--- src/hw/rtl/tpm_pkg.sv ---
package tpm_pkg;
	localparam int CITY_W         = 7;
	localparam int POS_W          = 6;
	localparam int OP_W           = 3;
	localparam int ST_W           = 2;
	localparam int DEF_MAX_CITIES = 64;
	localparam int NUM_CITIES_RST = 32;

	localparam logic [OP_W-1:0] OP_LOAD   = 3'd0;
	localparam logic [OP_W-1:0] OP_READ   = 3'd1;
	localparam logic [OP_W-1:0] OP_SWAP   = 3'd2;
	localparam logic [OP_W-1:0] OP_SHIFT  = 3'd3;
	localparam logic [OP_W-1:0] OP_BLOCK  = 3'd4;
	localparam logic [OP_W-1:0] OP_INVERT = 3'd5;
	localparam logic [OP_W-1:0] OP_CHECK  = 3'd6;

	localparam logic [ST_W-1:0] ST_DONE    = 2'd0;
	localparam logic [ST_W-1:0] ST_REJECT  = 2'd1;
	localparam logic [ST_W-1:0] ST_INVALID = 2'd2;
endpackage

--- src/hw/rtl/tpm_ram.sv ---
module tpm_ram #(
	parameter int WIDTH = 8,
	parameter int DEPTH = 64
) (
	input  logic                     clk,
	input  logic                     we,
	input  logic [$clog2(DEPTH)-1:0] waddr,
	input  logic [WIDTH-1:0]         wdata,
	input  logic [$clog2(DEPTH)-1:0] raddr,
	output logic [WIDTH-1:0]         rdata
);
	logic [WIDTH-1:0] mem [DEPTH];

	always_ff @(posedge clk) begin
		if (we) begin
			mem[waddr] <= wdata;
		end
		rdata <= mem[raddr];
	end
endmodule

--- src/hw/rtl/tour_permutation_mutator_top.sv ---
// channel  direction  handshake             payload
// in       input      in_valid / in_ready   op, pos_a, pos_b, count, city_value
// out      output     out_valid / out_ready read_value, status
// cfg      input      cfg_wr_en             cfg_wr_data (num_cities)
//
// one item at a time; read waits on the registered tour ram read, swap, block swap and invert read then write each pair
// shift and a passing check copy through the buffer ram and write back rotated; check first marks seen cities in it
// arst_n clears the sequencer and the output slot and sets num_cities to 32; tour is unset
// a finished item waits in the output register while out_ready is low
module tour_permutation_mutator_top
	import tpm_pkg::*;
#(
	parameter int MAX_CITIES = DEF_MAX_CITIES
) (
	input  logic              clk,
	input  logic              arst_n,
	input  logic              cfg_wr_en,
	input  logic [CITY_W-1:0] cfg_wr_data,
	input  logic              in_valid,
	output logic              in_ready,
	input  logic [OP_W-1:0]   op,
	input  logic [POS_W-1:0]  pos_a,
	input  logic [POS_W-1:0]  pos_b,
	input  logic [POS_W-1:0]  count,
	input  logic [CITY_W-1:0] city_value,
	output logic              out_valid,
	input  logic              out_ready,
	output logic [CITY_W-1:0] read_value,
	output logic [ST_W-1:0]   status
);
	localparam int IW = $clog2(MAX_CITIES);
	localparam int NW = $clog2(MAX_CITIES + 1);
	localparam int WW = ((NW > CITY_W) ? NW : CITY_W) + 1;

	localparam logic [3:0] S_IDLE  = 4'd0;
	localparam logic [3:0] S_DEC   = 4'd1;
	localparam logic [3:0] S_RDW   = 4'd2;
	localparam logic [3:0] S_SW_RA = 4'd3;
	localparam logic [3:0] S_SW_RB = 4'd4;
	localparam logic [3:0] S_SW_WA = 4'd5;
	localparam logic [3:0] S_SW_WB = 4'd6;
	localparam logic [3:0] S_CP_R  = 4'd7;
	localparam logic [3:0] S_CP_W  = 4'd8;
	localparam logic [3:0] S_WR_R  = 4'd9;
	localparam logic [3:0] S_WR_W  = 4'd10;
	localparam logic [3:0] S_CL    = 4'd11;
	localparam logic [3:0] S_VR    = 4'd12;
	localparam logic [3:0] S_VS    = 4'd13;
	localparam logic [3:0] S_VM    = 4'd14;
	localparam logic [3:0] S_FIN   = 4'd15;

	logic [3:0]        state_q, state_d;
	logic [CITY_W-1:0] cfg_q;
	logic              out_valid_q, out_valid_d;
	logic [CITY_W-1:0] out_rv_q;
	logic [ST_W-1:0]   out_st_q;
	logic              out_load;

	logic [OP_W-1:0]   op_q, op_d;
	logic [WW-1:0]     pa_q, pa_d, pb_q, pb_d, cnt_q, cnt_d, n_q, n_d;
	logic [CITY_W-1:0] cv_q, cv_d, tmp_q, tmp_d, res_rv_q, res_rv_d;
	logic [ST_W-1:0]   res_st_q, res_st_d;
	logic [WW-1:0]     i_q, i_d, j_q, j_d, k_q, k_d;
	logic [WW-1:0]     base_q, base_d, len_q, len_d, off_q, off_d, start_q, start_d;

	logic              tr_we, tb_we;
	logic [IW-1:0]     tr_waddr, tr_raddr, tb_waddr, tb_raddr;
	logic [CITY_W-1:0] tr_wdata, tr_rdata, tb_wdata, tb_rdata;

	logic [WW-1:0] lo, hi, nm1, cfg_ext, inv_lo, inv_hi, v_ext;
	logic          pa_in, pb_in;

	tpm_ram #(.WIDTH(CITY_W), .DEPTH(MAX_CITIES)) u_tour (
		.clk(clk), .we(tr_we), .waddr(tr_waddr), .wdata(tr_wdata),
		.raddr(tr_raddr), .rdata(tr_rdata)
	);

	tpm_ram #(.WIDTH(CITY_W), .DEPTH(MAX_CITIES)) u_buf (
		.clk(clk), .we(tb_we), .waddr(tb_waddr), .wdata(tb_wdata),
		.raddr(tb_raddr), .rdata(tb_rdata)
	);

	assign lo      = (pa_q < pb_q) ? pa_q : pb_q;
	assign hi      = (pa_q < pb_q) ? pb_q : pa_q;
	assign nm1     = n_q - WW'(1);
	assign pa_in   = (pa_q != '0) && (pa_q < n_q);
	assign pb_in   = (pb_q != '0) && (pb_q < n_q);
	assign cfg_ext = WW'(cfg_q);
	assign inv_lo  = (lo == '0) ? WW'(1) : lo;
	assign inv_hi  = (hi > nm1) ? nm1 : hi;
	assign v_ext   = WW'(tr_rdata);

	assign in_ready   = (state_q == S_IDLE);
	assign out_valid  = out_valid_q;
	assign read_value = out_rv_q;
	assign status     = out_st_q;

	always_comb begin
		state_d  = state_q;
		op_d     = op_q;
		pa_d     = pa_q;
		pb_d     = pb_q;
		cnt_d    = cnt_q;
		cv_d     = cv_q;
		n_d      = n_q;
		tmp_d    = tmp_q;
		res_rv_d = res_rv_q;
		res_st_d = res_st_q;
		i_d      = i_q;
		j_d      = j_q;
		k_d      = k_q;
		base_d   = base_q;
		len_d    = len_q;
		off_d    = off_q;
		start_d  = start_q;
		tr_we    = 1'b0;
		tr_waddr = IW'(i_q);
		tr_wdata = tr_rdata;
		tr_raddr = IW'(i_q);
		tb_we    = 1'b0;
		tb_waddr = IW'(k_q);
		tb_wdata = tr_rdata;
		tb_raddr = IW'(j_q);
		out_load = 1'b0;
		case (state_q)
			S_IDLE: begin
				if (in_valid) begin
					op_d  = op;
					pa_d  = WW'(pos_a);
					pb_d  = WW'(pos_b);
					cnt_d = WW'(count);
					cv_d  = city_value;
					if (cfg_ext < WW'(2)) begin
						n_d = WW'(2);
					end else if (cfg_ext > WW'(MAX_CITIES)) begin
						n_d = WW'(MAX_CITIES);
					end else begin
						n_d = cfg_ext;
					end
					state_d = S_DEC;
				end
			end
			S_DEC: begin
				res_rv_d = '0;
				res_st_d = ST_DONE;
				state_d  = S_FIN;
				case (op_q)
					OP_LOAD: begin
						if (pa_q < n_q) begin
							tr_we    = 1'b1;
							tr_waddr = IW'(pa_q);
							tr_wdata = cv_q;
						end else begin
							res_st_d = ST_REJECT;
						end
					end
					OP_READ: begin
						if (pa_q < n_q) begin
							tr_raddr = IW'(pa_q);
							state_d  = S_RDW;
						end else begin
							res_st_d = ST_REJECT;
						end
					end
					OP_SWAP: begin
						if (pa_in && pb_in) begin
							i_d     = pa_q;
							j_d     = pb_q;
							state_d = S_SW_RA;
						end else begin
							res_st_d = ST_REJECT;
						end
					end
					OP_SHIFT: begin
						if (!pa_in || !pb_in || (hi + cnt_q >= n_q)) begin
							res_st_d = ST_REJECT;
						end else if (cnt_q != '0) begin
							base_d  = lo;
							off_d   = hi + WW'(1) - lo;
							len_d   = hi + WW'(1) - lo + cnt_q;
							k_d     = '0;
							state_d = S_CP_R;
						end
					end
					OP_BLOCK: begin
						if ((cnt_q > (nm1 >> 1)) || !pa_in || !pb_in ||
							(hi + cnt_q > n_q) || (hi - lo < cnt_q)) begin
							res_st_d = ST_REJECT;
						end else if (cnt_q != '0) begin
							i_d     = lo;
							j_d     = hi;
							k_d     = cnt_q;
							state_d = S_SW_RA;
						end
					end
					OP_INVERT: begin
						if (inv_lo < inv_hi) begin
							i_d     = inv_lo;
							j_d     = inv_hi;
							state_d = S_SW_RA;
						end
					end
					OP_CHECK: begin
						k_d     = '0;
						state_d = S_CL;
					end
					default: begin
						res_st_d = ST_REJECT;
					end
				endcase
			end
			S_RDW: begin
				res_rv_d = tr_rdata;
				state_d  = S_FIN;
			end
			S_SW_RA: begin
				tr_raddr = IW'(i_q);
				state_d  = S_SW_RB;
			end
			S_SW_RB: begin
				tr_raddr = IW'(j_q);
				tmp_d    = tr_rdata;
				state_d  = S_SW_WA;
			end
			S_SW_WA: begin
				tr_we    = 1'b1;
				tr_waddr = IW'(i_q);
				tr_wdata = tr_rdata;
				state_d  = S_SW_WB;
			end
			S_SW_WB: begin
				tr_we    = 1'b1;
				tr_waddr = IW'(j_q);
				tr_wdata = tmp_q;
				state_d  = S_FIN;
				case (op_q)
					OP_BLOCK: begin
						i_d = i_q + WW'(1);
						j_d = j_q + WW'(1);
						k_d = k_q - WW'(1);
						if (k_q != WW'(1)) begin
							state_d = S_SW_RA;
						end
					end
					OP_INVERT: begin
						i_d = i_q + WW'(1);
						j_d = j_q - WW'(1);
						if (i_q + WW'(1) < j_q - WW'(1)) begin
							state_d = S_SW_RA;
						end
					end
					default: begin
						state_d = S_FIN;
					end
				endcase
			end
			// copy segment into the buffer
			S_CP_R: begin
				tr_raddr = IW'(base_q + k_q);
				state_d  = S_CP_W;
			end
			S_CP_W: begin
				tb_we    = 1'b1;
				tb_waddr = IW'(k_q);
				tb_wdata = tr_rdata;
				if (k_q + WW'(1) == len_q) begin
					k_d     = '0;
					j_d     = off_q;
					state_d = S_WR_R;
				end else begin
					k_d     = k_q + WW'(1);
					state_d = S_CP_R;
				end
			end
			// write back rotated by off
			S_WR_R: begin
				tb_raddr = IW'(j_q);
				state_d  = S_WR_W;
			end
			S_WR_W: begin
				tr_we    = 1'b1;
				tr_waddr = IW'(base_q + k_q);
				tr_wdata = tb_rdata;
				if (k_q + WW'(1) == len_q) begin
					state_d = S_FIN;
				end else begin
					k_d     = k_q + WW'(1);
					j_d     = (j_q + WW'(1) == len_q) ? '0 : j_q + WW'(1);
					state_d = S_WR_R;
				end
			end
			// clear seen flags
			S_CL: begin
				tb_we    = 1'b1;
				tb_waddr = IW'(k_q);
				tb_wdata = '0;
				if (k_q + WW'(1) == n_q) begin
					k_d     = '0;
					state_d = S_VR;
				end else begin
					k_d = k_q + WW'(1);
				end
			end
			S_VR: begin
				tr_raddr = IW'(k_q);
				state_d  = S_VS;
			end
			S_VS: begin
				if ((tr_rdata == '0) || (v_ext > n_q)) begin
					res_st_d = ST_INVALID;
					state_d  = S_FIN;
				end else begin
					tb_raddr = IW'(v_ext - WW'(1));
					tmp_d    = tr_rdata;
					if (tr_rdata == CITY_W'(1)) begin
						start_d = k_q;
					end
					state_d = S_VM;
				end
			end
			S_VM: begin
				if (tb_rdata != '0) begin
					res_st_d = ST_INVALID;
					state_d  = S_FIN;
				end else begin
					tb_we    = 1'b1;
					tb_waddr = IW'(WW'(tmp_q) - WW'(1));
					tb_wdata = CITY_W'(1);
					if (k_q + WW'(1) == n_q) begin
						base_d  = '0;
						len_d   = n_q;
						off_d   = start_q;
						k_d     = '0;
						state_d = S_CP_R;
					end else begin
						k_d     = k_q + WW'(1);
						state_d = S_VR;
					end
				end
			end
			S_FIN: begin
				if (!out_valid_q || out_ready) begin
					out_load = 1'b1;
					state_d  = S_IDLE;
				end
			end
			default: begin
				state_d = S_IDLE;
			end
		endcase
		out_valid_d = out_load ? 1'b1 : (out_valid_q && !out_ready);
	end

	always_ff @(posedge clk or negedge arst_n) begin
		if (!arst_n) begin
			state_q     <= S_IDLE;
			out_valid_q <= 1'b0;
			cfg_q       <= CITY_W'(NUM_CITIES_RST);
		end else begin
			state_q     <= state_d;
			out_valid_q <= out_valid_d;
			if (cfg_wr_en) begin
				cfg_q <= cfg_wr_data;
			end
		end
	end

	always_ff @(posedge clk) begin
		op_q     <= op_d;
		pa_q     <= pa_d;
		pb_q     <= pb_d;
		cnt_q    <= cnt_d;
		cv_q     <= cv_d;
		n_q      <= n_d;
		tmp_q    <= tmp_d;
		res_rv_q <= res_rv_d;
		res_st_q <= res_st_d;
		i_q      <= i_d;
		j_q      <= j_d;
		k_q      <= k_d;
		base_q   <= base_d;
		len_q    <= len_d;
		off_q    <= off_d;
		start_q  <= start_d;
		if (out_load) begin
			out_rv_q <= res_rv_q;
			out_st_q <= res_st_q;
		end
	end
endmodule

--- config.mk ---
export PLATFORM = sky130hd
export DESIGN_NAME = tour_permutation_mutator_top
export DESIGN_NICKNAME = d
export VERILOG_FILES = /design/src/hw/rtl/tpm_pkg.sv /design/src/hw/rtl/tpm_ram.sv /design/src/hw/rtl/tour_permutation_mutator_top.sv
export SDC_FILE = /design/constraint.sdc
export NUM_CORES = 2
export LEC_CHECK = 0
export BUFFER_PORTS_ARGS = -buffer_cell sky130_fd_sc_hd__clkbuf_2
export CAP_MARGIN = 0
export CORE_UTILIZATION = 50
export CTS_BUF_LIST = sky130_fd_sc_hd__clkbuf_4
export CTS_CLUSTER_DIAMETER = 60
export DETAILED_ROUTE_END_ITERATION = 8
export PLACE_DENSITY_LB_ADDON = 0.12
export SYNTH_ARGS = -nofsm -noshare
export SYNTH_HDL_FRONTEND = slang
export SYNTH_HIERARCHICAL = 1
export SYNTH_SLANG_ARGS = --single-unit
--- constraint.sdc ---
create_clock -name clk -period 6.3 [get_ports clk]
set_clock_uncertainty 0.1 [all_clocks]
set_input_delay 0.945 -clock clk [delete_from_list [all_inputs] [get_ports clk]]
set_output_delay 0.945 -clock clk [all_outputs]
set_load 0.02 [all_outputs]
* Yosys cells after proc, flatten, opt, wreduce, memory -nomap -nowiden *
Memory sizes are Yosys's and may differ from the RTL's. A register that Yosys moved wholly into a read port is not among the register bits.
Cells that the tools add are included.

operators by class
  add/subtract/negate cells = 14
  equality and inequality tests = 50
  bitwise logic cells = 1
  reduce and logical (&&, ||, !) cells = 46
  order comparisons = 13
  mux-type cells = 107

operators by type and width
  kind                   count
  $mux W8                32
  $mux W6                14
  $pmux W8 S3            3
  $pmux W4 S16           1
  $pmux W8 S2            4
  $mux W4                15
  $pmux W8 S6            1
  $pmux W7 S2            3
  $mux W7                5
  $eq A4 B4 Y1 const B   8
  $pmux W8 S4            1
  $ne A2 B2 Y1 const B   13
  $add A8 B1 Y8 const B  3
  $eq A8 B8 Y1           3
  $lt A6 B8 Y1           3
  $pmux W4 S6            1
  $pmux W6 S4            1
  $reduce_bool A8 Y1     3
  $sub A8 B1 Y8 const B  3
  $pmux W7 S3            1
  $ne A3 B3 Y1 const B   6
  $pmux W6 S3            1
  $reduce_and A9 Y1      2
  $eq A4 B3 Y1 const B   4
  other kinds (54)       100

storage, ports and cells
  input port bits = 40
  memories = 2
  register bits = 127
  RAM bits = 896
  logic and storage cells = 255

memory list
  name        depth  bits a word  rd ports  clocked after Yosys merged registers in  write ports  line           RTL
  u_buf.mem   64     7            1         1                                        1            tpm_ram.sv:12  logic [WIDTH-1:0] mem [DEPTH];
  u_tour.mem  64     7            1         1                                        1            tpm_ram.sv:12

* Logic depth before layout (Yosys ltp) *
  word-level depth = 10
  depth in mapped cells = 26
  depth with buffers taken out = 24

* Hierarchy *
The synthesis kept the hierarchy.

by module, submodules not included
  module                        area an instance (µm²)  cells each  times used
  tpm_ram at u_buf              17673.2                 837         1
  tpm_ram at u_tour             17635.7                 827         1
  tour_permutation_mutator_top  10445.0                 1137        1

* Least setup slack after synthesis *
OpenSTA, ideal clock, no wires.

  path kind = register to register
  start point = reg pb_q[3]
  end point = reg j_q[0] (enable)
  slack = 474 ps
  data arrival time = 5339 ps
  cell stages (with the launch flop) = 25
  cell sequence = edfxtp_1 inv_1 ha_1 clkbuf_1 a21oi_1 or2_2 nand3_1 buf_2 mux2i_1 inv_1 ha_1 a21o_1 a21oi_1 o221ai_1 nand3_2 mux2_2 ha_1 a21oi_1 o211ai_1 nor3_1 mux2_2 a31oi_2 nor3b_2 nand2_1 a211oi_1

on the way
  word-level cells in the longest chain between the ends = 8
  elaborated cells between the ends (all ways) = 24

RTL lines
  what                                                       line                                                                      RTL
  from (decl)                                                tour_permutation_mutator_top.sv:60                                        logic [WW-1:0] pa_q, pa_d, pb_q, pb_d, cnt_q, cnt_d, n_q, n_d;
  from (signal assigned)                                     tour_permutation_mutator_top.sv:371                                       pb_q <= pb_d;
  $lt A6 B6 Y1 (tied with other cells)                       tour_permutation_mutator_top.sv:83, tour_permutation_mutator_top.sv:84
  $mux W6 / $logic_and A1 B1 Y1 (equally long branches)      tour_permutation_mutator_top.sv:84, tour_permutation_mutator_top.sv:87
  $add A6 B6 Y7 / $logic_not A1 Y1 (equally long branches)   tour_permutation_mutator_top.sv:187, tour_permutation_mutator_top.sv:186
  $gt A7 B8 Y1 / $logic_or A1 B1 Y1 (equally long branches)  tour_permutation_mutator_top.sv:187, tour_permutation_mutator_top.sv:186
  $logic_or A1 B1 Y1                                         tour_permutation_mutator_top.sv:186                                       if ((cnt_q > (nm1 >> 1)) || !pa_in || !pb_in ||
  $logic_or A1 B1 Y1                                         tour_permutation_mutator_top.sv:187                                       (hi + cnt_q > n_q) || (hi - lo < cnt_q)) begin
  $ne A3 B3 Y1 (no line)                                     -
  $reduce_and A9 Y1 (no line) *                              -
  to (signal assigned)                                       tour_permutation_mutator_top.sv:379                                       j_q <= j_d;
  to (decl)                                                  tour_permutation_mutator_top.sv:63                                        logic [WW-1:0] i_q, i_d, j_q, j_d, k_q, k_d;

Mark *: on every way between the ends. The rest lies on a longest branch, timed or not.
A chain may end at the register's enable or synchronous reset.

* Final worst setup path *
  start point = reg pb_q[4]
  end point = reg j_q[0] (enable)

The elaborated chain is that of the path after synthesis.

==> flow_metrics.env <==
export IMPL_end_kind="flop"
export IMPL_synth_fp_nets=2937
export IMPL_yosysTopAreaCell="edfxtp_1"
export IMPL_synth_compound_area_frac=0.0628
export IMPL_synthMuxAreaShare=0.127
export IMPL_crit_arrival_ps=6510
export IMPL_wl_per_cell_um=26.7
export IMPL_final_period_utilization=0.923
export IMPL_maxSlewHeadroom=0.155
export IMPL_required_ps=7000
export IMPL_clk_pin_slew_ps=70
export IMPL_start_util=0.507
export IMPL_setup_tns_final_ps=0
export IMPL_fin_cells=4483
export IMPL_syn_area_sq_um=45800
export IMPL_finalCriticalPeriod_ps=5820
export IMPL_finalPower_w=0.0256
export IMPL_place_gp_congestion=0.961
export IMPL_clock_latency_ps=1160
export IMPL_hp_class="primary input to flop"
export IMPL_yosys_warnings=6
export IMPL_worst_slack_ps=484
export IMPL_hpwl_um=78100
export IMPL_synth_flop_cell="edfxtp_1"
export IMPL_clockBufferDepth=4
export IMPL_wirelength_um=120000
export IMPL_fp_dieW_um=305
export IMPL_placed_area_sq_um=47700
export IMPL_cap_viol_max_count=0
export IMPL_synth_fa_ha_area_frac=0.0269
export IMPL_dpl_worst_slack_ps=440
export IMPL_slew_viol_final=0
export IMPL_grt_overflow_total=0
export IMPL_async_flop_share=0.0116
export IMPL_synth_cells=2801
export IMPL_p_leak_nw=17.4
export IMPL_drtAntennaViolNets=0
export IMPL_synth_top_area_share=0.663
export IMPL_antenna_found_initial=4
export IMPL_synth_area_leaders="edfxtp_1, mux4_2, ha_1, nor2_1, nand2_1"
export IMPL_grt_total_usage=0.262
export IMPL_post_route_drc_count=0
export IMPL_dp_cells=3974
export IMPL_io_pins=51
export IMPL_powerDensity_nw_per_um2=497
export IMPL_core_sq_um=90300
export IMPL_finalSetupViolations=0
export IMPL_vias=27538
export IMPL_fp_dieH_um=305
export IMPL_max_freq_mhz=172
export IMPL_synthTopCellsByCount="edfxtp_1, nor2_1, mux4_2, nand2_1, ha_1"
export IMPL_synth_most_common_cell="edfxtp_1"
export IMPL_synth_top_family_by_area="multiplexers"
export IMPL_synth_xor_xnor_area_share=0.0173
export IMPL_start_kind="flop"
export IMPL_dieArea_sq_um=92700
export IMPL_status="complete, no violations"
export IMPL_filler_cell_count=7171
export IMPL_tightest_slew_ps=1230
export IMPL_ys_ff_latch=1036
export IMPL_drt_iter0_drc=2886
export IMPL_synth_simple_area_share=0.0664
export IMPL_rows=110
export IMPL_rsz0062_at_grt="no"
export IMPL_critPathMaxFanout=8
export IMPL_avgViaCountPerCell=6.14
export IMPL_root_buffer="clkbuf_4"
export IMPL_synthDistinctLibCells=91
export IMPL_cts_tree="yes"
export IMPL_area_growth_pct=12.4
export IMPL_cts_buffers_inserted=285
export IMPL_grt_pass1_wl_um=179000
export IMPL_cts_sinks=1036
export IMPL_first_global_vias=28047
export IMPL_fin_area_sq_um=51400
export IMPL_crit_type="flop to flop"
export IMPL_firstDrtPassIters=8
export IMPL_nNetsFinal=3261
export IMPL_vdd_drop_max_uv=525
export IMPL_portBuffers=50
export IMPL_finalHoldViolations=0
export IMPL_yosysSeqAreaShare=0.676
export IMPL_synth_area_per_cell_sq_um=16.3
export IMPL_grt_max_degree=72
export IMPL_htreeDepth=5
export IMPL_drive_above_1_share=0.263
export IMPL_synth_edf_count=1010
registers in the layout (all words and copies together), names as in the netlist, 7 cells and up:
register	flops
k_q	8
u_tour/mem	448
j_q	8
read_value	7
tmp_q	7
u_tour/rdata	7
res_rv_q	7
cv_q	7
i_q	8
off_q	8
cfg_q	7
u_buf/mem	448
n_q	7
u_buf/rdata	7
start_q	8
len_q	8
layout by cell type (no fill, tap or decap), types with 24 or more instances in the layout:
cell type	count
edfxtp_1	1010
clkbuf_4	392
nor2_1	231
mux4_2	224
nand2_1	123
buf_4	95
ha_1	92
a21oi_1	87
o21ai_0	81
inv_1	72
clkinv_1	57
xnor2_1	55
clkbuf_2	50
mux2i_1	44
nor3_1	43
nand3_1	41
dlygate4sd3_1	40
o22ai_1	37
xor2_1	30
mux2_2	28
a22oi_1	24
cell families (layout without fill, tap and decap cells):
kind of cell / count (synthesis) / in the layout
simple gates: 628 / 628
xor+xnor: 87 / 87
other cells: 0 / 6
buf+inv: 227 / 727
fa+ha+maj: 96 / 96
flops: 1036 / 1036
mux: 299 / 299
compound gates: 428 / 428
area by class of cell:
class / count / area (sq um) / share of cell area
Antenna cell: 6 / 15.0 / 0.000292
Clock buffer: 392 / 2940 / 0.0572
Clock inverter: 71 / 383 / 0.00745
Inverter: 73 / 274 / 0.00533
Multi-Input combinational cell: 1538 / 13900 / 0.271
Sequential cell: 1036 / 30900 / 0.601
Tap cell: 1176 / 1470 / 0.0286
Timing Repair Buffer: 191 / 1480 / 0.0289
what timing repair did:
action | 4_1_cts | 5_1_grt
setup buffers | 0 | 0
setup endpoints to repair | 0 | 8
resized for setup | 0 | 3
hold endpoints to repair | 47 | 0
hold buffers | 40 | 0
path summary, 6_finish.rpt:
path | to | startpoint | depth (start not counted) | slack [ps]
max in group asynchronous | out_valid | arst_n | 2 | 5500
min reg2reg | read_value[4] | res_rv_q[4] | 0 | 300
max reg2reg | j_q[0] | pb_q[4] | 22 | 480
min | out_valid | out_ready | 3 | 120
max | j_q[0] | pb_q[4] | 22 | 480
min in group asynchronous | cfg_q[2] | arst_n | 2 | 200
routing by layer:
layer / GRT usage / part of all wire / vias to the layer above / wire length, um
li1: - / - / 12005 / -
met1: 0.363 / 0.42 / 13979 / 49900
met2: 0.413 / 0.48 / 1319 / 57300
met3: 0.0506 / 0.080 / 233 / 9620
met4: 0.0989 / 0.026 / 2 / 3130
met5: 0 / 0.00011 / - / 13
through the flow:
stage	hold slack [ps]	util
2_1_floorplan	300	-
3_3_place_gp	313	0.528
3_5_place_dp	305	0.528
4_1_cts	2.55	0.569
5_1_grt	60.5	0.569
6_report	118	0.569
critical path, cell delays in order, from the launching register on:
cell and delay [ps]:
edfxtp_1 500, inv_1 90, ha_1 380, nand2_1 110
or2_2 330, nand3_2 210, mux2i_1 380, inv_1 160
ha_1 300, nand4_1 110, o221ai_1 350, nand3_2 250
mux2_2 360, ha_1 330, a21oi_1 180, o211ai_1 150
nor3_1 160, mux2_2 180, a31oi_2 90, nor3b_2 250
nand2_1 110, a211oi_1 250, buf_4 210
where the power goes:
| group | switching (W) | internal (W) | total, W |
|---|---|---|---|
| Combinational | 0.00646 | 0.00370 | 0.0102 |
| Clock | 0.00264 | 0.00302 | 0.00566 |
| Sequential | 0.000400 | 0.00933 | 0.00973 |
No activity file was read; power rests on OpenSTA's default activity.
